**config.mk**
```make
export PLATFORM = sky130hd
export DESIGN_NAME = dlci_range_allocator_top
export DESIGN_NICKNAME = d
export VERILOG_FILES = /design/src/dra_pkg.sv /design/src/dra_cell.sv /design/src/dlci_range_allocator_top.sv
export SDC_FILE = /design/constraint.sdc
export NUM_CORES = 2
export LEC_CHECK = 0
export BUFFER_PORTS_ARGS = -buffer_cell sky130_fd_sc_hd__buf_2
export CORE_MARGIN = 3
export CORE_UTILIZATION = 35
export CTS_CLUSTER_DIAMETER = 120
export DETAILED_ROUTE_END_ITERATION = 8
export PLACE_DENSITY = 0.51
export SYNTH_ARGS = -nofsm -noshare
export SYNTH_HDL_FRONTEND = slang
export SYNTH_SLANG_ARGS = --single-unit
```
**constraint.sdc**
```tcl
create_clock -name clk_i -period 9.65 [get_ports clk_i]
set_clock_uncertainty 0.2 [all_clocks]
set_input_delay 0 -clock clk_i [delete_from_list [all_inputs] [get_ports clk_i]]
set_output_delay 0 -clock clk_i [all_outputs]
set_load 0.005 [all_outputs]
```
**src/dra_pkg.sv**
```systemverilog
// Shared types and constants of the interval-list identifier allocator.
// Used by dra_cell, dlci_range_allocator_top and dra_chk; no dependencies.
package dra_pkg;

  localparam int DEF_MAX_INTERVALS = 16;
  localparam int DEF_ID_BITS       = 10;
  localparam int OP_BITS           = 3;
  localparam int ST_BITS           = 3;
  localparam int CFG_IDX_BITS      = 2;

  // Fallback range loaded when the configured bounds are inverted
  localparam int unsigned FALLBACK_LO = 512;
  localparam int unsigned FALLBACK_HI = 991;

  localparam logic [CFG_IDX_BITS-1:0] CFG_FIRST_ID  = 2'd0;
  localparam logic [CFG_IDX_BITS-1:0] CFG_LAST_ID   = 2'd1;
  localparam logic [CFG_IDX_BITS-1:0] CFG_DEF_DIR   = 2'd2;

  typedef enum logic [OP_BITS-1:0] {
    OP_ALLOC_DEF  = 3'd0,
    OP_ALLOC_ASC  = 3'd1,
    OP_ALLOC_DESC = 3'd2,
    OP_FREE       = 3'd3,
    OP_REINIT     = 3'd4
  } opcode_e;

  typedef enum logic [ST_BITS-1:0] {
    STAT_GRANTED   = 3'd0,
    STAT_EXHAUSTED = 3'd1,
    STAT_FREED     = 3'd2,
    STAT_RANGE     = 3'd3,
    STAT_DUP       = 3'd4,
    STAT_FULL      = 3'd5,
    STAT_REINIT    = 3'd6
  } status_e;

  typedef enum logic [1:0] {
    S_IDLE,
    S_EVAL,
    S_APPLY
  } fsm_e;

  // Command broadcast to every cell of the chain
  typedef enum logic [3:0] {
    CELL_HOLD,
    CELL_LOAD,
    CELL_ASC_TRIM,
    CELL_SHIFT_L,
    CELL_DESC,
    CELL_INSERT,
    CELL_GROW_END,
    CELL_GROW_START,
    CELL_JOIN
  } cell_op_e;

  // Per-cell view of the pending identifier, registered inside the cell
  typedef struct packed {
    logic lt;      // valid interval starting below the identifier
    logic hit;     // identifier already inside this interval
    logic pa;      // interval ends just below the identifier
    logic sa;      // interval starts just above the identifier
    logic single;  // interval holds one identifier
    logic last;    // highest valid interval
  } dra_flags_t;

endpackage

```
**src/dra_cell.sv**
```systemverilog
// One interval slot of the allocator chain: start, end, valid and its flags.
// Depends on dra_pkg; talks only to its left and right neighbours.
module dra_cell import dra_pkg::*; #(
  parameter int ID_BITS = DEF_ID_BITS,
  parameter bit FIRST   = 1'b0
) (
  input  logic               clk_i,
  input  logic               rst_ni,
  input  cell_op_e           op_i,
  input  logic [ID_BITS-1:0] id_i,
  input  logic [ID_BITS-1:0] lo_i,
  input  logic [ID_BITS-1:0] hi_i,
  input  logic [ID_BITS-1:0] prev_start_i,
  input  logic [ID_BITS-1:0] prev_end_i,
  input  logic               prev_valid_i,
  input  logic               prev_lt_i,
  input  logic [ID_BITS-1:0] next_start_i,
  input  logic [ID_BITS-1:0] next_end_i,
  input  logic               next_valid_i,
  output logic [ID_BITS-1:0] start_o,
  output logic [ID_BITS-1:0] end_o,
  output logic               valid_o,
  output dra_flags_t         flags_o,
  output logic [ID_BITS-1:0] last_end_o
);

  localparam logic [ID_BITS-1:0] FB_LO = ID_BITS'(FALLBACK_LO);
  localparam logic [ID_BITS-1:0] FB_HI = ID_BITS'(FALLBACK_HI);

  logic [ID_BITS-1:0] start_q, start_d, end_q, end_d, last_end_q, last_end_d;
  logic               valid_q, valid_d;
  dra_flags_t         flags_q, flags_d;
  logic [ID_BITS:0]   end_inc, id_inc;

  assign end_inc = {1'b0, end_q} + 1'b1;
  assign id_inc  = {1'b0, id_i} + 1'b1;

  always_comb begin
    flags_d.lt     = valid_q && (start_q < id_i);
    flags_d.hit    = valid_q && (start_q <= id_i) && (id_i <= end_q);
    flags_d.pa     = valid_q && (start_q < id_i) && (end_inc == {1'b0, id_i});
    flags_d.sa     = valid_q && !(start_q < id_i) && ({1'b0, start_q} == id_inc);
    flags_d.single = (start_q == end_q);
    flags_d.last   = valid_q && !next_valid_i;
    last_end_d     = flags_d.last ? end_q : '0;
  end

  always_comb begin
    start_d = start_q;
    end_d   = end_q;
    valid_d = valid_q;
    case (op_i)
      CELL_LOAD: begin
        valid_d = FIRST;
        start_d = lo_i;
        end_d   = hi_i;
      end
      CELL_ASC_TRIM: begin
        if (FIRST) start_d = start_q + 1'b1;
      end
      CELL_SHIFT_L: begin
        start_d = next_start_i;
        end_d   = next_end_i;
        valid_d = next_valid_i;
      end
      CELL_DESC: begin
        if (flags_q.last) begin
          if (flags_q.single) valid_d = 1'b0;
          else end_d = end_q - 1'b1;
        end
      end
      CELL_INSERT: begin
        if (!flags_q.lt) begin
          if (prev_lt_i) begin
            start_d = id_i;
            end_d   = id_i;
            valid_d = 1'b1;
          end else begin
            start_d = prev_start_i;
            end_d   = prev_end_i;
            valid_d = prev_valid_i;
          end
        end
      end
      CELL_GROW_END: begin
        if (flags_q.pa) end_d = id_i;
      end
      CELL_GROW_START: begin
        if (flags_q.sa) start_d = id_i;
      end
      CELL_JOIN: begin
        if (flags_q.pa) begin
          end_d = next_end_i;
        end else if (!flags_q.lt) begin
          start_d = next_start_i;
          end_d   = next_end_i;
          valid_d = next_valid_i;
        end
      end
      default: ;
    endcase
  end

  always_ff @(posedge clk_i or negedge rst_ni) begin
    if (!rst_ni) begin
      valid_q <= FIRST;
      start_q <= FB_LO;
      end_q   <= FB_HI;
    end else begin
      valid_q <= valid_d;
      start_q <= start_d;
      end_q   <= end_d;
    end
  end

  always_ff @(posedge clk_i) begin
    flags_q    <= flags_d;
    last_end_q <= last_end_d;
  end

  assign start_o    = start_q;
  assign end_o      = end_q;
  assign valid_o    = valid_q;
  assign flags_o    = flags_q;
  assign last_end_o = last_end_q;

endmodule

```
**src/dlci_range_allocator_top.sv**
```systemverilog
// Top level of the interval-list identifier allocator: handshake, control
// sequencer, configuration registers and the chain of dra_cell slots. Uses dra_pkg.
//
// Usage:
//   Input channel s_axis_*: one item per request (opcode, release_id).
//   Output channel m_axis_*: exactly one item per request (granted_id, status).
//   Configuration: cfg_we_i writes cfg_data_i into register cfg_index_i
//   (0 first_id, 1 last_id, 2 default_direction); write only while idle.
//   first_id and last_id take effect at a reinitialise request.
// Timing:
//   An item passes three steps: accept, evaluate (each cell compares its
//   interval with the identifier and registers its flags), apply (the chain
//   shifts or edits by one place and the result is loaded into the output
//   register). A new item is accepted only once the previous one is applied.
//   The steps are the same whatever the list length.
// Reset: the chain holds one interval 512..991, the rest of the slots empty.
// Stall: a result waits in the output register; the next item is accepted
//   and evaluated meanwhile, and apply waits until the register is free.
module dlci_range_allocator_top import dra_pkg::*; #(
  parameter int  MAX_INTERVALS = DEF_MAX_INTERVALS,
  parameter int  ID_BITS       = DEF_ID_BITS,
  localparam int S_W           = ((OP_BITS + ID_BITS + 7) / 8) * 8,
  localparam int M_W           = ((ID_BITS + ST_BITS + 7) / 8) * 8
) (
  input  logic                    clk_i,
  input  logic                    rst_ni,
  input  logic                    s_axis_tvalid_i,
  output logic                    s_axis_tready_o,
  input  logic [S_W-1:0]          s_axis_tdata_i,   // opcode, release_id, zero pad
  output logic                    m_axis_tvalid_o,
  input  logic                    m_axis_tready_i,
  output logic [M_W-1:0]          m_axis_tdata_o,   // granted_id, status, zero pad
  input  logic                    cfg_we_i,
  input  logic [CFG_IDX_BITS-1:0] cfg_index_i,
  input  logic [ID_BITS-1:0]      cfg_data_i
);

  localparam logic [ID_BITS-1:0] FB_LO = ID_BITS'(FALLBACK_LO);
  localparam logic [ID_BITS-1:0] FB_HI = ID_BITS'(FALLBACK_HI);

  // Control and configuration state
  fsm_e                 state_q, state_d;
  logic [OP_BITS-1:0]   op_q;
  logic [ID_BITS-1:0]   id_q;
  logic [ID_BITS-1:0]   cfg_first_q, cfg_last_q;
  logic                 cfg_dir_q;
  logic [ID_BITS-1:0]   range_lo_q, range_hi_q;
  logic                 out_valid_q;
  logic [ID_BITS-1:0]   out_id_q;
  logic [ST_BITS-1:0]   out_status_q;

  logic                 in_fire, apply_fire;
  cell_op_e             cell_op, dec_op;
  logic [ID_BITS-1:0]   dec_id;
  status_e              dec_status;
  logic                 dec_load, use_desc;
  logic [ID_BITS-1:0]   load_lo, load_hi;

  // Chain wiring
  logic [ID_BITS-1:0] cell_start [MAX_INTERVALS];
  logic [ID_BITS-1:0] cell_end   [MAX_INTERVALS];
  logic [ID_BITS-1:0] cell_lend  [MAX_INTERVALS];
  logic               cell_valid [MAX_INTERVALS];
  dra_flags_t         cell_flags [MAX_INTERVALS];

  logic               any_hit, any_pa, any_sa;
  logic [ID_BITS-1:0] desc_id;

  // Input handshake and sequencer
  assign in_fire = s_axis_tvalid_i && s_axis_tready_o;

  always_comb begin
    state_d = state_q;
    case (state_q)
      S_IDLE:  if (in_fire) state_d = S_EVAL;
      S_EVAL:  state_d = S_APPLY;
      S_APPLY: if (apply_fire) state_d = S_IDLE;
      default: state_d = S_IDLE;
    endcase
  end

  always_comb begin
    s_axis_tready_o = (state_q == S_IDLE);
    apply_fire      = (state_q == S_APPLY) && (!out_valid_q || m_axis_tready_i);
    cell_op         = apply_fire ? dec_op : CELL_HOLD;
  end

  // Collect cell flags: a plain OR over the row, at most one cell sets pa/sa/last
  always_comb begin
    any_hit = 1'b0;
    any_pa  = 1'b0;
    any_sa  = 1'b0;
    desc_id = '0;
    for (int i = 0; i < MAX_INTERVALS; i++) begin
      any_hit = any_hit | cell_flags[i].hit;
      any_pa  = any_pa  | cell_flags[i].pa;
      any_sa  = any_sa  | cell_flags[i].sa;
      desc_id = desc_id | cell_lend[i];
    end
  end

  // Fall back to the default range when the bounds are inverted
  always_comb begin
    if (cfg_first_q > cfg_last_q) begin
      load_lo = FB_LO;
      load_hi = FB_HI;
    end else begin
      load_lo = cfg_first_q;
      load_hi = cfg_last_q;
    end
  end

  // Decide the result and the chain command for the pending item
  always_comb begin
    dec_op     = CELL_HOLD;
    dec_id     = '0;
    dec_status = STAT_RANGE;
    dec_load   = 1'b0;
    use_desc   = (op_q == OP_ALLOC_DESC) || ((op_q == OP_ALLOC_DEF) && cfg_dir_q);
    case (op_q)
      OP_ALLOC_DEF, OP_ALLOC_ASC, OP_ALLOC_DESC: begin
        if (!cell_valid[0]) begin
          dec_status = STAT_EXHAUSTED;
        end else if (use_desc) begin
          dec_status = STAT_GRANTED;
          dec_id     = desc_id;
          dec_op     = CELL_DESC;
        end else begin
          dec_status = STAT_GRANTED;
          dec_id     = cell_start[0];
          dec_op     = cell_flags[0].single ? CELL_SHIFT_L : CELL_ASC_TRIM;
        end
      end
      OP_FREE: begin
        if ((id_q < range_lo_q) || (id_q > range_hi_q)) begin
          dec_status = STAT_RANGE;
        end else if (any_hit) begin
          dec_status = STAT_DUP;
        end else if (cell_valid[MAX_INTERVALS-1]) begin
          dec_status = STAT_FULL;
        end else begin
          dec_status = STAT_FREED;
          if (any_pa && any_sa) dec_op = CELL_JOIN;
          else if (any_pa)      dec_op = CELL_GROW_END;
          else if (any_sa)      dec_op = CELL_GROW_START;
          else                  dec_op = CELL_INSERT;
        end
      end
      OP_REINIT: begin
        dec_status = STAT_REINIT;
        dec_op     = CELL_LOAD;
        dec_load   = 1'b1;
      end
      default: ;
    endcase
  end

  // Sequencer, configuration and latched range
  always_ff @(posedge clk_i or negedge rst_ni) begin
    if (!rst_ni) begin
      state_q     <= S_IDLE;
      cfg_first_q <= FB_LO;
      cfg_last_q  <= FB_HI;
      cfg_dir_q   <= 1'b0;
      range_lo_q  <= FB_LO;
      range_hi_q  <= FB_HI;
      out_valid_q <= 1'b0;
    end else begin
      state_q <= state_d;
      if (cfg_we_i) begin
        if (cfg_index_i == CFG_FIRST_ID) cfg_first_q <= cfg_data_i;
        if (cfg_index_i == CFG_LAST_ID)  cfg_last_q  <= cfg_data_i;
        if (cfg_index_i == CFG_DEF_DIR)  cfg_dir_q   <= cfg_data_i[0];
      end
      if (apply_fire && dec_load) begin
        range_lo_q <= load_lo;
        range_hi_q <= load_hi;
      end
      if (apply_fire)                out_valid_q <= 1'b1;
      else if (m_axis_tready_i)      out_valid_q <= 1'b0;
    end
  end

  // Item payload and result register
  always_ff @(posedge clk_i) begin
    if (in_fire) begin
      op_q <= s_axis_tdata_i[OP_BITS-1:0];
      id_q <= s_axis_tdata_i[OP_BITS +: ID_BITS];
    end
    if (apply_fire) begin
      out_id_q     <= dec_id;
      out_status_q <= dec_status;
    end
  end

  assign m_axis_tvalid_o = out_valid_q;
  assign m_axis_tdata_o  = {{(M_W - ID_BITS - ST_BITS){1'b0}}, out_status_q, out_id_q};

  // Row of interval cells; each one sees only its two neighbours
  for (genvar g = 0; g < MAX_INTERVALS; g++) begin : g_cell
    logic [ID_BITS-1:0] p_start, p_end, n_start, n_end;
    logic               p_valid, p_lt, n_valid;

    if (g == 0) begin : g_left_edge
      assign p_start = '0;
      assign p_end   = '0;
      assign p_valid = 1'b0;
      assign p_lt    = 1'b1;
    end else begin : g_left
      assign p_start = cell_start[g-1];
      assign p_end   = cell_end[g-1];
      assign p_valid = cell_valid[g-1];
      assign p_lt    = cell_flags[g-1].lt;
    end

    if (g == MAX_INTERVALS - 1) begin : g_right_edge
      assign n_start = '0;
      assign n_end   = '0;
      assign n_valid = 1'b0;
    end else begin : g_right
      assign n_start = cell_start[g+1];
      assign n_end   = cell_end[g+1];
      assign n_valid = cell_valid[g+1];
    end

    dra_cell #(
      .ID_BITS (ID_BITS),
      .FIRST   (g == 0)
    ) u_cell (
      .clk_i        (clk_i),
      .rst_ni       (rst_ni),
      .op_i         (cell_op),
      .id_i         (id_q),
      .lo_i         (load_lo),
      .hi_i         (load_hi),
      .prev_start_i (p_start),
      .prev_end_i   (p_end),
      .prev_valid_i (p_valid),
      .prev_lt_i    (p_lt),
      .next_start_i (n_start),
      .next_end_i   (n_end),
      .next_valid_i (n_valid),
      .start_o      (cell_start[g]),
      .end_o        (cell_end[g]),
      .valid_o      (cell_valid[g]),
      .flags_o      (cell_flags[g]),
      .last_end_o   (cell_lend[g])
    );
  end

endmodule

```
* Yosys cells after proc, flatten, opt, wreduce, memory -nomap -nowiden *
Cells that the tools add are included.

storage, ports and cells
  bits of input ports = 33
  bits in registers = 662

operators by class
  reductions and logical operators = 215
  magnitude comparators = 51
  bitwise gates (word level) = 60
  muxes and demuxes = 356
  equal/unequal tests = 210
  add/sub/neg operators = 34

operators by type and width
  kind                                                                    number
  10-bit 2-to-1 mux                                                       191
  10-bit one-hot mux with 6 select lines                                  17
  10-bit one-hot mux with 5 select lines                                  15
  10-bit <= comparator                                                    32
  6-bit AND reduction                                                     32
  10-bit by 1-bit adder with 11-bit output (second input constant)        17
  10-bit by 11-bit equality test with 1-bit output                        16
  11-bit by 10-bit equality test with 1-bit output                        16
  10-bit less-than comparator                                             17
  10-bit equality test                                                    16
  10-bit by 1-bit subtractor with 10-bit output (second input constant)   16
  10-bit bitwise OR                                                       15
  2-bit by 1-bit != test with 1-bit output (second input constant)        65
  2-bit != test (second input constant)                                   65
  1-bit logical AND                                                       116
  1-bit 2-to-1 mux                                                        100
  5-bit AND reduction                                                     16
  1-bit one-hot mux with 5 select lines                                   15
  3-bit != test (second input constant)                                   16
  1-bit bitwise OR                                                        45
  1-bit zero test                                                         32
  10-bit greater-than comparator                                          2
  4-bit 2-to-1 mux                                                        5
  4-bit by 3-bit equality test with 1-bit output (second input constant)  4
  25 further kinds                                                        45

* Logic depth before layout (Yosys ltp) *
  depth after elaboration = 27
  mapped depth = 17
  depth with buffers taken out = 12

* By module *
A second synthesis with hierarchy kept.

unflattened totals
  cell total of the unflattened synthesis = 7168
  area, all modules = 58551.2 sq um

by module, submodules not included
  module                            instances  seq. area each (sq um)  cells an instance  area each (sq um)
  dra_cell (g_cell[10].u_cell ...)  11         858.3                   421                3347.0
  dra_cell (g_cell[6].u_cell ...)   2          858.3                   411                3407.0
  dlci_range_allocator_top          1          1906.8                  383                4107.7
  dra_cell (g_cell[0].u_cell)       1          859.6                   476                3843.7
  dra_cell (g_cell[8].u_cell)       1          858.3                   438                3540.9
  dra_cell (g_cell[9].u_cell)       1          858.3                   418                3428.3

* Worst setup path before layout *
OpenSTA, ideal clock, no wires.

  path type = reg2reg
  start = reg id_q[0]
  end = reg g_cell[12].u_cell.end_q[0]
  arrival = 4.061 ns
  setup time = 0.085 ns
  path slack = 5.305 ns
  buffers on the path = 5
  stages on the path, launching flop included = 17
  cell sequence = edfxtp_1 > buf_2 > clkbuf_1 > inv_1 > ha_1 > nand2b_1 > a211oi_1 > a2111o_1 > nand2_1 > buf_6 > a31o_2 > buf_2 > nand3_2 > mux2i_1 > buf_2 > o211ai_1 > mux2_1

between the ends
  longest elaborated chain between the ends = 8

ends and longest elaborated chain
  what                                                                           RTL line                         text
  start: declaration                                                             dlci_range_allocator_top.sv:44   logic [ID_BITS-1:0] id_q;
  start signal: assignment                                                       dlci_range_allocator_top.sv:188  id_q <= s_axis_tdata_i[OP_BITS +: ID_BITS];
  10-bit less-than comparator or 10-bit greater-than comparator (tied branches)  dlci_range_allocator_top.sv:135  if ((id_q < range_lo_q) || (id_q > range_hi_q)) begin
  1-bit logical OR                                                               dlci_range_allocator_top.sv:135
  4-bit 2-to-1 mux                                                               dlci_range_allocator_top.sv:135
  4-bit one-hot mux with 3 select lines                                          dlci_range_allocator_top.sv:120  case (op_q)
  4-bit 2-to-1 mux                                                               dlci_range_allocator_top.sv:85   cell_op = apply_fire ? dec_op : CELL_HOLD;
  4-bit equality test (tied with other cells)                                    dra_cell.sv:52                   case (op_i)
  3-bit != test (no source line) (tied with other cells)                         -
  6-bit AND reduction (no source line)                                           -
  end signal: assignment                                                         dra_cell.sv:112                  end_q <= end_d;
  end: declaration                                                               dra_cell.sv:30                   logic [ID_BITS-1:0] start_q, start_d, end_q, end_d, last_end_q, last_end_d;

Parallel ways exist; a longest one is shown, timed or not. The select of a mux whose other input is x is not followed.
A chain may end at the register's enable or synchronous reset.

* Worst setup path after layout *
  start = reg id_q[7]
  end = reg g_cell[4].u_cell.end_q[1]

between the ends
  longest elaborated chain between the ends = 8

ends and longest elaborated chain
  what                                                                           RTL line
  10-bit less-than comparator or 10-bit greater-than comparator (tied branches)  dlci_range_allocator_top.sv:135
  1-bit logical OR *                                                             dlci_range_allocator_top.sv:135
  4-bit 2-to-1 mux *                                                             dlci_range_allocator_top.sv:135
  4-bit one-hot mux with 3 select lines *                                        dlci_range_allocator_top.sv:120
  4-bit 2-to-1 mux *                                                             dlci_range_allocator_top.sv:85
  4-bit equality test (tied with other cells)                                    dra_cell.sv:52
  3-bit != test (no source line) (tied with other cells)                         -
  6-bit AND reduction (no source line)                                           -
  end signal: assignment                                                         dra_cell.sv:112
  end: declaration                                                               dra_cell.sv:30

Every way passes the cells marked *; elsewhere a longest branch is shown, timed or not.

==> summary.txt <==
STA
  – Final worst path period share: 67.9%
  – Max-slew violations: 0
  – Worst slew pin tran: 1.22 ns
  – RSZ-0062 raised after global routing: no
  – Fmax: 0.153 GHz
  – Final min period: 6.55 ns
  – Slew Limit Headroom: 16.7%
  – Final setup vio count: 0
  – TNS Setup: 0 ns
  – Fin. Hold Viols: 0
  – Final worst setup slack: 3.10 ns
  – Fin Hold WS: 0.279 ns

GRT
  – Gr usage total: 31.6%
  – Largest net degree at the start of global routing: 129
  – First-pass GRT wire length: 354000 microns
  – Initial antenna violation count: 13
  – Gr ovfl total: 0
  – Vias in the first global route: 47600

Synth
  – Avg Synthesized Cell Area: 8.75 sq um
  – Primary FF master, synth: dfxtp_1
  – Mapped Area: 51600 sq um
  – Async set-reset flop share out of synthesis: 57.4%
  – Yosys reg bits: 662
  – Number of flops mapped to enable cells by yosys: 26
  – Post-synthesis cell type count: 105
  – Post-Syn Instances: 5897
  – Yosys warns: 0
  – Sequential-to-total area share from yosys stat: 30.3%

Place
  – Routability Congestion: 0.947
  – PortBufs: 44
  – HPWL after DPL: 166000 microns
  – DP Area: 53900 sq um
  – Placement Setup Slack: 3.56 ns

Clocking
  – Root Buffer: clkbuf_16
  – Num CTS Buffers: 82
  – Postcts setup bufs: 0
  – TritonCTS clock tree: done
  – Clock tree buffer depth: 3
  – Clock transition at the registers of the reported paths: 0.06 ns
  – # clock sinks: 662
  – H-tree levels: 3
  – Clk_lat worst skew: 0.71 ns

Final layout
  – Area of the multi-input gates: 33400 sq um
  – Layout area overhead: 11.4%
  – Final Cell Area: 57500 sq um
  – Nets: 6188
  – Share of cells above drive strength 1: 14.6%
  – Register Area: 15600 sq um
  – Final Util: 39.4%
  – Layout fillers: 14700

Setup path
  – Crit path cell chain: buf_4 -> ha_1 -> a2111oi_4 -> o21ai_1 -> o21ai_1 -> a2111oi_2 -> nor2_1 -> nand3_2 -> mux2i_4 -> buf_4 -> o211ai_1 -> mux2_1
  – Worst endpoint required time: 10.07 ns
  – Crit Path Category: reg -> reg
  – CP arrival: 6.98 ns
  – Reg2reg setup slack: 3.10 ns
  – CP max FO: 29
  – CP peak stage delay: 1.11 ns
  – Critical-path top delay cell: mux2i_4
  – CP Buf/Inv Count: 2
  – Crit start category: flip-flop
  – Crit. End Element: flip-flop
  – Delay-heaviest family, CP: simple AND/OR/NAND/NOR gates

Route
  – Final ANT Viol Nets: 0
  – DR DRC count: 0
  – Vias per Instance: 6.40
  – WL final: 248000 microns
  – WL/cell: 32.0 microns
  – Vias: 49700
  – Number of DRC markers in iteration 0: 5191
  – Pre-Repair DR Iteration Count: 9

Die
  – Initial Utilization: 35.3%
  – Die Y: 390 microns
  – Die area: 152000 sq um
  – I/O pin count: 51
  – Core Box Area: 146000 sq um
  – Chip width: 390 microns
  – Row cnt: 140

Worst hold path
  – Worst Hold Class: reg -> reg

Power
  – P_leak: 0.0218 uW
  – Worst vdd ir: 0.000138 V
  – PwrDens: 295 nW/um^2

Outcome
  – Status: finished clean

Flow run
  – Max-Cap Viols: 0
==> kinds of logic (layout without fill, tap and decap cells) <==
| group | Yosys count | in the layout | share of synthesized area, % |
|---|---|---|---|
| muxes | 456 | 456 | 9.37 |
| DFF | 662 | 662 | 30.3 |
| AOI/OAI and AO/OA | 1386 | 1386 | 19.0 |
| buffers and inverters | 735 | 677 | 5.69 |
| other | 1 | 8 | 0.00727 |
| and+or+nand+nor | 1775 | 1775 | 17.9 |
| xor gates and xnor gates | 498 | 498 | 8.45 |
| adders and majority gates | 384 | 384 | 9.31 |
==> Yosys cell counts (all sizes together) (124+ instances only) <==
| cell type | n | area [sq um] |
|---|---|---|
| clkbuf | 363 | 1360 |
| dfstp | 181 | 4760 |
| nor3 | 192 | 1160 |
| o211ai | 193 | 1500 |
| dfrtp | 199 | 4980 |
| o21ai | 292 | 1470 |
| dfxtp | 256 | 5120 |
| ha | 384 | 4800 |
| nor4 | 124 | 826 |
| nand2 | 379 | 1430 |
| inv | 253 | 950 |
| xnor2 | 331 | 2900 |
| mux2 | 186 | 2130 |
| and2 | 175 | 1100 |
| xor2 | 167 | 1460 |
| mux2i | 270 | 2700 |
| a21oi | 191 | 975 |
| nand4 | 147 | 935 |
| nand3 | 201 | 1020 |
| nor2 | 344 | 1320 |
==> what timing repair did <==
item | CTS | global route
hold buffers | 62 | 0
resized for setup | 0 | 0
hold endpoints to repair | 172 | 0
==> worst min-delay path: stages, from the launching register on <==
cell and delay [ns]:
dfstp_2 0.36, nand2_1 0.04, o21ai_0 0.07
==> sequential cells by signal, indices dropped and copies added, names as in the netlist <==
signal                    cells
g_cell.u_cell.valid_o        16
g_cell.u_cell.last_end_o    160
range_hi_q                   10
g_cell.u_cell.start_o       160
range_lo_q                   10
g_cell.u_cell.end_o         160
g_cell.u_cell.flags_o        96
out_status_q                  3
out_id_q                     10
state_q                       2
op_q                          3
cfg_dir_q                     1
m_axis_tvalid_o               1
cfg_last_q                   10
id_q                         10
cfg_first_q                  10
==> worst paths after layout <==
| check | depth (start not counted) | start | endpoint |
|---|---|---|---|
| max in group asynchronous | 5 | rst_ni | g_cell[4].u_cell.end_o[5] |
| worst max register to register | 12 | id_q[7] | g_cell[4].u_cell.end_o[1] |
| worst min register to register | 2 | range_hi_q[7] | range_hi_q[7] |
| min in group asynchronous | 3 | rst_ni | g_cell[14].u_cell.end_o[2] |
| worst min-delay path | 2 | range_hi_q[7] | range_hi_q[7] |
| worst max-delay path | 12 | id_q[7] | g_cell[4].u_cell.end_o[1] |
==> where the power goes <==
part | internal, uW | leakage, uW | switching, uW
combinational | 2990 | 0.0136 | 4410
sequential | 3760 | 0.00683 | 2310
clock | 2040 | 0.00146 | 1450
total | 8780 | 0.0218 | 8160
==> placed cells by master (no fill, tap or decap), types with 78 or more instances in the layout <==
master / Yosys / layout
ha_1: 384 / 384
nand2_1: 377 / 376
nor2_1: 340 / 337
xnor2_1: 331 / 324
mux2i_1: 270 / 268
dfxtp_1: 256 / 256
inv_1: 251 / 246
o21ai_0: 244 / 244
nand3_1: 199 / 199
dfrtp_1: 199 / 199
o211ai_1: 187 / 187
a21oi_1: 188 / 185
dfstp_2: 181 / 181
and2_1: 174 / 174
nor3_1: 173 / 173
xor2_1: 167 / 166
mux2_2: 165 / 165
buf_4: 16 / 147
nand4_1: 146 / 146
nor4_1: 116 / 103
clkbuf_16: 0 / 87
o22ai_1: 83 / 83
a21o_1: 78 / 78
==> metal layers <==
| layer | track usage, % | part of all wire (%) |
|---|---|---|
| met4 | 17.4 | 6.4 |
| met2 | 47.7 | 43 |
| met1 | 41.6 | 41 |
| met5 | 0.797 | 0.086 |
| met3 | 7.33 | 9.6 |
==> through the flow <==
| stage | std cells | power (uW) |
|---|---|---|
| floorplan | 5899 | 9930 |
| global placement | 7542 | 13000 |
| detailed placement | 7542 | 13200 |
| CTS | 7758 | 16700 |
| global route | 7758 | 17700 |
| finish | 7763 | 16900 |
==> area by class of cell <==
type                       count  area share [%]
multi-input combinational   4502            58.0
sequential                   662            27.2
clock buffer                 112            4.17
tap                         1917            4.17
timing repair buffer         260            3.67
inverter                     263            1.72
clock inverter                42            1.01
antenna                        5          0.0218
Power figures use the tool's default switching activity.
